==> src/sss_pkg.sv <==
`timescale 1ns / 1ps
// ----------------------------------------------------------------------------
// sss_pkg
// Shared constants, codes and the hex font of the scrolling seven-segment
// scanner.
// ----------------------------------------------------------------------------
package sss_pkg;

    localparam int DIGITS       = 6;
    localparam int BUFFER_CHARS = 16;
    localparam int MAX_OFFSET   = 10;

    localparam int POS_W     = 5;
    localparam int CODE_W    = 8;
    localparam int SEG_W     = 7;
    localparam int PERIOD_W  = 8;
    localparam int CFG_IDX_W = 1;
    localparam int CFG_DAT_W = 8;

    localparam int ADDR_W   = (BUFFER_CHARS > 1) ? $clog2(BUFFER_CHARS) : 1;
    localparam int RIDX_W   = $clog2(BUFFER_CHARS + 1);
    localparam int OFFS_W   = (MAX_OFFSET > 0) ? $clog2(MAX_OFFSET + 1) : 1;
    localparam int SCAN_W   = $clog2(DIGITS + 1);

    localparam logic [SEG_W-1:0]  BLANK_SEGS = 7'h7F;
    localparam logic [CODE_W-1:0] BLANK_CODE = 8'hFF;

    typedef enum logic {
        CMD_WRITE = 1'b0,
        CMD_TICK  = 1'b1
    } t_cmd;

    typedef enum logic [CFG_IDX_W-1:0] {
        REG_SCROLL_ENABLE = 1'b0,
        REG_SCROLL_PERIOD = 1'b1
    } t_reg_idx;

    // Active-low a..g pattern of a character code; codes above 15 are blank.
    function automatic logic [SEG_W-1:0] glyph_of(input logic [CODE_W-1:0] code);
        logic [SEG_W-1:0] segs;
        segs = BLANK_SEGS;
        if (code[CODE_W-1:4] == '0) begin
            unique case (code[3:0])
                4'h0: segs = 7'h40;
                4'h1: segs = 7'h79;
                4'h2: segs = 7'h24;
                4'h3: segs = 7'h30;
                4'h4: segs = 7'h19;
                4'h5: segs = 7'h12;
                4'h6: segs = 7'h02;
                4'h7: segs = 7'h78;
                4'h8: segs = 7'h00;
                4'h9: segs = 7'h18;
                4'hA: segs = 7'h08;
                4'hB: segs = 7'h03;
                4'hC: segs = 7'h27;
                4'hD: segs = 7'h21;
                4'hE: segs = 7'h06;
                4'hF: segs = 7'h0E;
            endcase
        end
        return segs;
    endfunction

endpackage

==> src/sss_if.sv <==
`timescale 1ns / 1ps
// ----------------------------------------------------------------------------
// sss_if
// Valid/ready channels of the scanner: command items in, digit drives out.
// ----------------------------------------------------------------------------
interface sss_in_if;
    logic                         valid;
    logic                         ready;
    logic                         command;
    logic [sss_pkg::POS_W-1:0]    position;
    logic [sss_pkg::CODE_W-1:0]   char_code;

    modport source (output valid, output command, output position,
                    output char_code, input ready);
    modport sink   (input valid, input command, input position,
                    input char_code, output ready);
endinterface

interface sss_out_if;
    logic                         valid;
    logic                         ready;
    logic [sss_pkg::DIGITS-1:0]   common_select;
    logic [sss_pkg::SEG_W-1:0]    segments;
    logic                         point;

    modport source (output valid, output common_select, output segments,
                    output point, input ready);
    modport sink   (input valid, input common_select, input segments,
                    input point, output ready);
endinterface

==> src/scrolling_seven_segment_scanner.sv <==
`timescale 1ns / 1ps
// ----------------------------------------------------------------------------
// scrolling_seven_segment_scanner
// Multiplexed seven-segment driver with a scrolling character buffer.
// ----------------------------------------------------------------------------
// Input channel i_in carries one command per transaction: a write of a
// character code at a 1-based buffer position, or a refresh tick. A write
// gives no result; each tick gives one transaction on o_out with the
// active-low digit select, the active-low segments and the point (off).
// Configuration writes (scroll enable, scroll period) go through i_cfg_we,
// i_cfg_index and i_cfg_data; the user must make them only while the block
// is idle; the block itself does not enforce it. Throughput is one
// transaction per cycle unless o_out stalls. A tick reads the character
// memory into the read stage, then the font lookup fills the output register.
// Reset clears the scan, scroll counters and configuration at once and marks
// every buffer entry as blank through per-entry valid bits; no sweep.
// When the receiver stalls, the output register holds its result and the
// read stage behind it fills; i_in.ready drops once both are full and
// returns in the cycle o_out.ready rises.
// ----------------------------------------------------------------------------
module scrolling_seven_segment_scanner (
    input  logic                          i_clk,
    input  logic                          i_rst_n,
    sss_in_if.sink                        i_in,
    sss_out_if.source                     o_out,
    input  logic                          i_cfg_we,
    input  logic [sss_pkg::CFG_IDX_W-1:0] i_cfg_index,
    input  logic [sss_pkg::CFG_DAT_W-1:0] i_cfg_data
);

    localparam int BC = sss_pkg::BUFFER_CHARS;

    // configuration
    logic                          r_scroll_enable;
    logic [sss_pkg::PERIOD_W-1:0]  r_scroll_period;

    // scan state
    logic [sss_pkg::SCAN_W-1:0]    r_scan_digit,    n_scan_digit;
    logic [sss_pkg::PERIOD_W-1:0]  r_scroll_delay,  n_scroll_delay;
    logic [sss_pkg::OFFS_W-1:0]    r_scroll_offset, n_scroll_offset;
    logic [sss_pkg::RIDX_W-1:0]    r_read_index,    n_read_index;

    // character memory and its entry valid bits
    logic [sss_pkg::CODE_W-1:0]    r_mem [BC];
    logic [BC-1:0]                 r_entry_valid;
    logic [sss_pkg::CODE_W-1:0]    r_rd_data;
    logic                          r_rd_valid;

    // read stage and output stage
    logic                          r_s1_valid;
    logic                          r_s1_in_range;
    logic [sss_pkg::DIGITS-1:0]    r_s1_select;
    logic                          r_s2_valid;
    logic [sss_pkg::DIGITS-1:0]    r_s2_select;
    logic [sss_pkg::SEG_W-1:0]     r_s2_segments;

    logic                          s1_ready, s2_ready;
    logic                          accept, tick, wr_en;
    logic [sss_pkg::ADDR_W-1:0]    wr_addr;
    logic [sss_pkg::PERIOD_W-1:0]  delay_inc;
    logic [sss_pkg::RIDX_W-1:0]    frame_index;
    logic                          in_range;
    logic [sss_pkg::DIGITS-1:0]    select;
    logic [sss_pkg::SEG_W-1:0]     s1_segments;

    assign s2_ready   = !r_s2_valid || o_out.ready;
    assign s1_ready   = !r_s1_valid || s2_ready;
    assign i_in.ready = s1_ready;
    assign accept     = i_in.valid && s1_ready;
    assign tick       = accept && (i_in.command == sss_pkg::CMD_TICK);

    assign wr_en   = accept && (i_in.command == sss_pkg::CMD_WRITE)
                     && (i_in.position != '0)
                     && (i_in.position <= sss_pkg::POS_W'(BC));
    assign wr_addr = sss_pkg::ADDR_W'(i_in.position - sss_pkg::POS_W'(1));

    // scroll and scan update of one tick
    always_comb begin
        n_scroll_delay  = r_scroll_delay;
        n_scroll_offset = r_scroll_offset;
        delay_inc       = r_scroll_delay + sss_pkg::PERIOD_W'(1);
        if (r_scroll_enable) begin
            n_scroll_delay = delay_inc;
            if (delay_inc == r_scroll_period) begin
                n_scroll_delay = '0;
                if (r_scroll_offset >= sss_pkg::OFFS_W'(sss_pkg::MAX_OFFSET)) begin
                    n_scroll_offset = '0;
                end else begin
                    n_scroll_offset = r_scroll_offset + sss_pkg::OFFS_W'(1);
                end
            end
        end

        frame_index = r_read_index;
        if (r_scan_digit >= sss_pkg::SCAN_W'(sss_pkg::DIGITS)) begin
            n_scan_digit = sss_pkg::SCAN_W'(1);
            frame_index  = sss_pkg::RIDX_W'(n_scroll_offset);
        end else begin
            n_scan_digit = r_scan_digit + sss_pkg::SCAN_W'(1);
        end

        in_range     = frame_index < sss_pkg::RIDX_W'(BC);
        n_read_index = in_range ? frame_index + sss_pkg::RIDX_W'(1) : frame_index;
        select       = ~(sss_pkg::DIGITS'(1) << (n_scan_digit - sss_pkg::SCAN_W'(1)));
    end

    always_ff @(posedge i_clk) begin
        if (!i_rst_n) begin
            r_scroll_enable <= 1'b0;
            r_scroll_period <= '0;
        end else if (i_cfg_we) begin
            unique case (sss_pkg::t_reg_idx'(i_cfg_index))
                sss_pkg::REG_SCROLL_ENABLE: r_scroll_enable <= i_cfg_data[0];
                sss_pkg::REG_SCROLL_PERIOD:
                    r_scroll_period <= i_cfg_data[sss_pkg::PERIOD_W-1:0];
            endcase
        end
    end

    always_ff @(posedge i_clk) begin
        if (!i_rst_n) begin
            r_scan_digit    <= '0;
            r_scroll_delay  <= '0;
            r_scroll_offset <= '0;
            r_read_index    <= '0;
        end else if (tick) begin
            r_scan_digit    <= n_scan_digit;
            r_scroll_delay  <= n_scroll_delay;
            r_scroll_offset <= n_scroll_offset;
            r_read_index    <= n_read_index;
        end
    end

    // character memory: one write or one read per cycle, never both
    always_ff @(posedge i_clk) begin
        if (wr_en) begin
            r_mem[wr_addr] <= i_in.char_code;
        end
        if (tick) begin
            r_rd_data <= r_mem[frame_index[sss_pkg::ADDR_W-1:0]];
        end
    end

    always_ff @(posedge i_clk) begin
        if (!i_rst_n) begin
            r_entry_valid <= '0;
            r_rd_valid    <= 1'b0;
        end else begin
            if (wr_en) begin
                r_entry_valid[wr_addr] <= 1'b1;
            end
            if (tick) begin
                r_rd_valid <= r_entry_valid[frame_index[sss_pkg::ADDR_W-1:0]];
            end
        end
    end

    // read stage
    always_ff @(posedge i_clk) begin
        if (!i_rst_n) begin
            r_s1_valid <= 1'b0;
        end else if (s1_ready) begin
            r_s1_valid <= tick;
        end
    end

    always_ff @(posedge i_clk) begin
        if (tick) begin
            r_s1_in_range <= in_range;
            r_s1_select   <= select;
        end
    end

    // unwritten entries read as the blank code
    assign s1_segments = !r_s1_in_range ? sss_pkg::BLANK_SEGS
                       : sss_pkg::glyph_of(r_rd_valid ? r_rd_data : sss_pkg::BLANK_CODE);

    // output stage
    always_ff @(posedge i_clk) begin
        if (!i_rst_n) begin
            r_s2_valid <= 1'b0;
        end else if (s2_ready) begin
            r_s2_valid <= r_s1_valid;
        end
    end

    always_ff @(posedge i_clk) begin
        if (s2_ready && r_s1_valid) begin
            r_s2_select   <= r_s1_select;
            r_s2_segments <= s1_segments;
        end
    end

    assign o_out.valid         = r_s2_valid;
    assign o_out.common_select = r_s2_select;
    assign o_out.segments      = r_s2_segments;
    assign o_out.point         = 1'b1;

    a_select_onehot: assert property (@(posedge i_clk) disable iff (!i_rst_n)
        o_out.valid |-> $onehot(~o_out.common_select))
        else $error("digit select is not one-hot active-low");

    a_offset_range: assert property (@(posedge i_clk) disable iff (!i_rst_n)
        r_scroll_offset <= sss_pkg::OFFS_W'(sss_pkg::MAX_OFFSET))
        else $error("scroll offset past its maximum");

    a_index_range: assert property (@(posedge i_clk) disable iff (!i_rst_n)
        r_read_index <= sss_pkg::RIDX_W'(BC))
        else $error("read index past the buffer end");

    a_stall_holds: assert property (@(posedge i_clk) disable iff (!i_rst_n)
        (r_s2_valid && !o_out.ready && r_s1_valid) |-> !i_in.ready)
        else $error("input accepted with both stages full");

endmodule
==> src/flat_wrapper.sv <==
// flat-port wrapper written by rule: the top's interface ports become plain ports
module scrolling_seven_segment_scanner_flat 
  (i_clk, i_rst_n, i_cfg_we, i_cfg_index, i_cfg_data, i_in_valid, i_in_command, i_in_position, i_in_char_code, i_in_ready, o_out_valid, o_out_common_select, o_out_segments, o_out_point, o_out_ready);
  sss_in_if i_in_i ();
  sss_out_if o_out_i ();
  input  logic i_clk;
  input  logic i_rst_n;
  input  logic i_cfg_we;
  input  logic [sss_pkg::CFG_IDX_W-1:0] i_cfg_index;
  input  logic [sss_pkg::CFG_DAT_W-1:0] i_cfg_data;
  input wire logic [$bits(i_in_i.valid)-1:0] i_in_valid;
  input wire logic [$bits(i_in_i.command)-1:0] i_in_command;
  input wire logic [$bits(i_in_i.position)-1:0] i_in_position;
  input wire logic [$bits(i_in_i.char_code)-1:0] i_in_char_code;
  output wire logic [$bits(i_in_i.ready)-1:0] i_in_ready;
  output wire logic [$bits(o_out_i.valid)-1:0] o_out_valid;
  output wire logic [$bits(o_out_i.common_select)-1:0] o_out_common_select;
  output wire logic [$bits(o_out_i.segments)-1:0] o_out_segments;
  output wire logic [$bits(o_out_i.point)-1:0] o_out_point;
  input wire logic [$bits(o_out_i.ready)-1:0] o_out_ready;
  assign i_in_i.valid = i_in_valid;
  assign i_in_i.command = i_in_command;
  assign i_in_i.position = i_in_position;
  assign i_in_i.char_code = i_in_char_code;
  assign i_in_ready = i_in_i.ready;
  assign o_out_valid = o_out_i.valid;
  assign o_out_common_select = o_out_i.common_select;
  assign o_out_segments = o_out_i.segments;
  assign o_out_point = o_out_i.point;
  assign o_out_i.ready = o_out_ready;
  scrolling_seven_segment_scanner u_core (.i_clk(i_clk), .i_rst_n(i_rst_n), .i_in(i_in_i), .o_out(o_out_i), .i_cfg_we(i_cfg_we), .i_cfg_index(i_cfg_index), .i_cfg_data(i_cfg_data));
endmodule
==> config.mk <==
export PLATFORM = sky130hd
export DESIGN_NAME = scrolling_seven_segment_scanner_flat
export DESIGN_NICKNAME = d
export VERILOG_FILES = /design/src/sss_pkg.sv /design/src/sss_if.sv /design/src/scrolling_seven_segment_scanner.sv /design/src/flat_wrapper.sv
export SDC_FILE = /design/constraint.sdc
export NUM_CORES = 1
export LEC_CHECK = 0
export ABC_AREA = 1
export BUFFER_PORTS_ARGS = -buffer_cell sky130_fd_sc_hd__clkbuf_2
export CAP_MARGIN = 20
export CORE_ASPECT_RATIO = 1.5
export CORE_MARGIN = 3
export CORE_UTILIZATION = 55
export CTS_CLUSTER_SIZE = 12
export DETAILED_ROUTE_END_ITERATION = 10
export GPL_TIMING_DRIVEN = 0
export PLACE_DENSITY_LB_ADDON = 0.2
export SETUP_SLACK_MARGIN = 0.05
export SYNTH_ARGS = -nofsm -noshare
export SYNTH_HDL_FRONTEND = slang
export SYNTH_SLANG_ARGS = --single-unit
==> constraint.sdc <==
create_clock -name i_clk -period 2.3 [get_ports i_clk]
set_input_delay 0.46 -clock i_clk [delete_from_list [all_inputs] [get_ports i_clk]]
set_output_delay 0.46 -clock i_clk [all_outputs]
set_load 0.005 [all_outputs]
* After elaboration in Yosys (flattened, before gate mapping) *
Memories as Yosys holds them, arrays and structs flattened. A register that Yosys moved wholly into a read port is not among the register bits.
Index checks and enable logic that the tools add are counted.

word-level totals
  flip-flop bits (word level) = 61
  bits in writable memories = 128
  bits in read-only memories = 112
  bits of input ports = 28
  word-level logic and storage cells = 66
  memories = 2

cells by class
  $add $sub $neg = 6
  magnitude comparators = 7
  equal/unequal tests = 1
  shift-type cells = 1
  muxes and demuxes = 14
  bitwise operators = 4
  reductions and logical operators = 18

memory list
  name              depth  bits a word  read ports  clocked after Yosys merged registers in  write ports  line                                   text
  u_core.r_mem      16     8            1           1                                        1            scrolling_seven_segment_scanner.sv:44  logic [sss_pkg::CODE_W-1:0] r_mem [BC];
  (name not given)  16     7            1           1                                        0            sss_pkg.sv:43                          unique case (code[3:0])

operators by type and width
  kind                                                 count
  2-to-1 mux 8 bit                                     2
  OR 16 bit                                            1
  2-to-1 mux 4 bit                                     3
  < comparator 4 x 5 -> 1 bit, second input constant   2
  2-to-1 mux 5 bit                                     2
  adder 8 x 1 -> 8 bit, second input constant          1
  equality test 8 bit                                  1
  AND reduction 2 bit                                  4
  logical AND 1 bit                                    7
  inverter 6 bit                                       1
  << shifter 1 x 3 -> 6 bit, first input constant      1
  adder 5 x 1 -> 5 bit, second input constant          1
  <= comparator 5 bit, second input constant           1
  < comparator 5 bit, second input constant            1
  nonzero test 5 bit                                   1
  adder 4 x 1 -> 4 bit, second input constant          1
  binary-select mux 1 bit (select 4 bit)               1
  demux 1 bit (select 4 bit)                           1
  >= comparator 4 x 1 -> 1 bit, second input constant  1
  >= comparator 4 bit, second input constant           1
  logical NOT 4 bit                                    1
  2-to-1 mux 1 bit                                     4
  subtractor 4 x 1 -> 4 bit, second input constant     1
  adder 3 x 1 -> 3 bit, second input constant          1
  6 further kinds                                      10

* Logic depth before layout (Yosys ltp) *
  word-level depth = 9
  gate-level depth with buffers = 22
  depth with buffers taken out = 22

* Worst setup path before layout *
No wires, ideal clock.

  path type = register to register
  start = reg u_core.r_scroll_delay[0] in the netlist's numbering
  end = reg u_core.r_rd_data[7] in the netlist's numbering, read port of u_core.r_mem (data pin)
  library setup time = 253 ps
  arrival = 2277 ps
  path slack = -230 ps
  stages on the path, launching flop included = 20
  path buffers = 1
  period minus slack after synthesis = 2530 ps
  cell sequence = dfxtp_1 ha_1 nand2_1 nand3_1 nand2_1 nor2_2 nand3_2 nor2_4 nand3_2 nand2_2 nand2_2 nand2_2 nand2_4 buf_4 nor2_1 nor2_2 o21ai_2 nand4_1 nand3_1 nand2_1

on the way
  longest elaborated chain between the ends = 5

ends and longest elaborated chain
  element                 line                                    text
  start, declared         scrolling_seven_segment_scanner.sv:39   logic [sss_pkg::PERIOD_W-1:0] r_scroll_delay, n_scroll_delay;
  start signal, assigned  scrolling_seven_segment_scanner.sv:128  r_scroll_delay <= n_scroll_delay;
  adder 8 x 1 -> 8 bit    scrolling_seven_segment_scanner.sv:81   delay_inc = r_scroll_delay + sss_pkg::PERIOD_W'(1);
  equality test 8 bit     scrolling_seven_segment_scanner.sv:84   if (delay_inc == r_scroll_period) begin
  2-to-1 mux 4 bit        scrolling_seven_segment_scanner.sv:84
  2-to-1 mux 4 bit        scrolling_seven_segment_scanner.sv:82   if (r_scroll_enable) begin
  2-to-1 mux 5 bit        scrolling_seven_segment_scanner.sv:95   if (r_scan_digit >= sss_pkg::SCAN_W'(sss_pkg::DIGITS)) begin
  end, declared           scrolling_seven_segment_scanner.sv:46   logic [sss_pkg::CODE_W-1:0] r_rd_data;

No other way between the ends.
A chain may end at the register's enable or synchronous reset.

* Worst setup path after layout *
  start = reg u_core.r_scroll_delay[0] in the netlist's numbering
  end = reg u_core.r_rd_data[1] in the netlist's numbering, read port of u_core.r_mem (data pin)

Same word-level chain as after synthesis.

==> reports/metrics.csv <==
stage,metric,value,unit
floorplan,die width,111,um
power_and_ir_drop,power density cells,741,nW/um2
clocking,CTS hold repair buffers,0,
critical_path,CP arrival,3.11,ns
global_routing,Overall Global Routing Usage,24.5,%
yosys,post-synthesis sequential area ratio,62.6,%
critical_path,crit end category,flop,
routing,Final ANT Viol Nets,0,
placement,Post-DP HPWL,15.0,mm
sta,relative slew slack,26.6,%
global_routing,initial antenna violation count,0,
routing,met2 wire length,12.3,mm
global_routing,vias in the first global route,6414,
yosys,Synth Instances,873,
cells_and_area,final antenna diode count,0,
placement,RD Place Congestion,0.886,
critical_path,R2R Setup Slk,-0.56,ns
clocking,clock latency on the worst-skew pair,0.50,ns
run_status,failing checks,setup timing,
routing,M1 WL,8.14,mm
routing,WL final,23.0,mm
yosys,"flops & latches, synth",204,
floorplan,io pins,44,
clocking,Root Buffer,clkbuf_16,
cells_and_area,"most common cell after layout, fill and taps aside",nand2_1,
critical_path,R2R cell count,19,
cells_and_area,register cell area after layout,5650,um2
sta,Tmin final,2.86,ns
cells_and_area,Syn-to-layout area delta,21.2,%
critical_path,crit path max fanout,11,
placement,pre-CTS setup slack,-0.727,ns
floorplan,Core ar.,15800,um2
routing,initial DRC count,588,
worst_hold_path,hold crit path type,in -> reg,
floorplan,Rows,56,
sta,Fmax achieved,350,MHz
floorplan,die area,18000,um2
sta,Layout Skew,0.00964,ns
cells_and_area,multi-input logic area,3220,um2
routing,DRC,0,
routing,vias per cell,5.61,
yosys,Syn Nets,913,
clocking,Clock Sinks,204,
critical_path,reg2reg start,u_core.r_scroll_delay[0],
yosys,Syn Area/Cell,10.3,um2
routing,Detailed Routing Iterations Pass 1,5,
yosys,Synth Warn #,0,
clocking,"CTS clk-pin slew, worst paths",0.06,ns
clocking,CTS tree,built,
worst_hold_path,Min-Delay Endpoint,u_core.r_scroll_period[1],
placement,PortBufs,42,
sta,Worst Max-Slew Pin Slew,1.10,ns
routing,vias,6666,
clocking,CTS Buffer Depth,3,
routing,DR WL/cell,19.4,um
clocking,TritonCTS Buffers,21,
cells_and_area,fraction of layout cells with a size suffix above 1,23.9,%
power_and_ir_drop,peak supply drop,0.000706,V
cells_and_area,Final #Nets,1012,
cells_and_area,fillcell total,1176,
power_and_ir_drop,leak pwr,3.98,nW
yosys,distinct cell type count after synthesis,44,
worst_hold_path,worst hold path cell count,3,
clocking,H-tree depth reported by CTS,1,
critical_path,FF-to-FF End,u_core.r_rd_data[1],
global_routing,Overflow after GRT,0,
yosys,synthesized area,9010,um2
critical_path,crit path launch type,flop,
floorplan,Die H,163,um
routing,DR WL met3,1.19,mm
global_routing,largest net degree at the start of global routing,25,
flow_run,Max-cap violations,0,
global_routing,first-pass GRT wire length,34.2,mm
worst_hold_path,Hold Startpoint,i_cfg_data[1],
sta,final hold violations,0,
critical_path,Crit Path Category,reg -> reg,
sta,RSZ-0062 raised after global routing,true,
sta,Fin Setup TNS,-5.07,ns
sta,Final Setup Violations,13,
sta,post-route setup slack,-0.556,ns
cells_and_area,"commonest cells after routing, fill and taps aside","nand2_1 (159), edfxtp_1 (156), nor2_1 (89), inv_1 (65), nand3_1 (47)",
sta,Slew Limit Fails,0,
floorplan,Initial Util,56.9,%
run_status,status,"finished, violations left",
critical_path,"Req. time, crit path",2.55,ns
sta,Final period util,124,%
routing,Max Used Layer,met4,
-- report_power, final --
part	internal, mW	switching [mW]
clock	1.72	1.32
combinational	0.356	0.619
sequential	4.04	0.0356
total	6.12	1.98
-- repair_timing --
action / CTS / global route
gates cloned: 3 / 4
endpoints found under the setup margin: 135 / 118
setup buffers: 15 / 11
hold endpoints to repair: 0 / 0
gates resized for setup: 54 / 63
pin swaps: 14 / 27
-- area by class of cell --
class                      count  area share (%)
sequential                   204            51.7
multi-input combinational    564            29.5
timing repair buffer          75            5.56
clock buffer                  32            5.28
inverter                      75            2.75
buffer                        31            2.69
tap                          203            2.32
clock inverter                 4           0.183
-- critical path: stages, from the launching register on --
cell,delay (ns)
dfxtp_4,0.36
ha_4,0.19
nand2_2,0.11
nand2_1,0.06
nand2_1,0.06
nand2_2,0.09
nor2_4,0.14
nand3_2,0.09
nor2_4,0.13
nand4_1,0.20
nand3_4,0.15
o21ai_4,0.07
buf_12,0.15
inv_16,0.09
buf_8,0.13
nor2_1,0.05
o21ai_1,0.07
nand4_1,0.21
nand3_2,0.17
nand2_1,0.07
-- state kept, by name (all words and copies together), names as in the netlist --
name,flops
u_core.r_read_index,5
u_core.r_scroll_offset,4
u_core.r_scroll_delay,8
u_core.r_entry_valid,16
u_core.o_out.common_select,6
u_core.o_out.segments,7
u_core.r_s1_valid,1
u_core.r_s1_select,6
u_core.r_scroll_enable,1
u_core.r_s1_in_range,1
u_core.r_scroll_period,8
u_core.r_scan_digit,3
u_core.r_rd_valid,1
u_core.r_mem,128
u_core.r_rd_data,8
u_core.o_out.valid,1
-- cell usage after synthesis, drive strengths merged --
master | n | area, um2
nand2 | 182 | 731
inv | 73 | 282
buf | 23 | 198
xnor2 | 3 | 26.3
o211a | 1 | 10.0
conb | 1 | 3.75
or2 | 2 | 12.5
nor3 | 2 | 10.0
nand4 | 39 | 250
o211ai | 2 | 15.0
o2111ai | 1 | 8.76
or3 | 1 | 6.26
nand3b | 3 | 22.5
o21ai | 64 | 339
nand3 | 70 | 388
a31oi | 2 | 12.5
nor2 | 125 | 536
nor3b | 2 | 20.0
xor2 | 2 | 17.5
clkinv | 2 | 7.51
edfxtp | 156 | 4680
o311ai | 2 | 17.5
a21oi | 34 | 178
dfxtp | 48 | 961
clkbuf | 8 | 30.0
o21a | 13 | 97.6
ha | 12 | 150
-- worst max-delay path by stage --
stage	to	slack (ns)	cells past startpoint	start
2_1_floorplan	u_core.r_rd_data[2]	-0.03	18	u_core.r_scroll_delay[0]
3_3_place_gp	u_core.r_rd_data[6]	-0.70	18	u_core.r_scroll_delay[0]
3_5_place_dp	u_core.r_rd_data[6]	-0.73	18	u_core.r_scroll_delay[0]
4_1_cts	u_core.r_rd_data[5]	-0.48	17	u_core.r_scroll_delay[0]
5_1_grt	u_core.r_rd_data[3]	-0.69	19	u_core.r_scroll_delay[0]
6_report	u_core.r_rd_data[1]	-0.56	19	u_core.r_scroll_delay[0]
-- cell families after synthesis --
family,share of synthesized area (%)
AOI/OAI and AO/OA,7.52
xor gates and xnor gates,0.486
DFF,62.6
and+or+nand+nor,21.9
buffers and inverters,5.73
other,0.0416
adders and majority gates,1.67
-- through the flow --
step / std cells / utilization, % / power, mW / area [um2] / hold slack [ns]
2_1_floorplan: 873 / - / 4.65 / 9050 / 0.400
3_3_place_gp: 1118 / 60.1 / 4.91 / 9520 / 0.401
3_5_place_dp: 1118 / 60.1 / 4.93 / 9520 / 0.407
4_1_cts: 1172 / 66.3 / 8.03 / 10500 / 0.210
5_1_grt: 1188 / 69.0 / 8.36 / 10900 / 0.229
6_report: 1188 / 69.0 / 8.10 / 10900 / 0.225
-- metal layers --
metal / vias to the layer above / global-route usage [%]
li1: 3208 / -
met1: 3155 / 26.5
met2: 229 / 46.3
met3: 74 / 2.57
met4: 0 / 14.0
met5: - / 0
(Power assumes the default switching activity.)
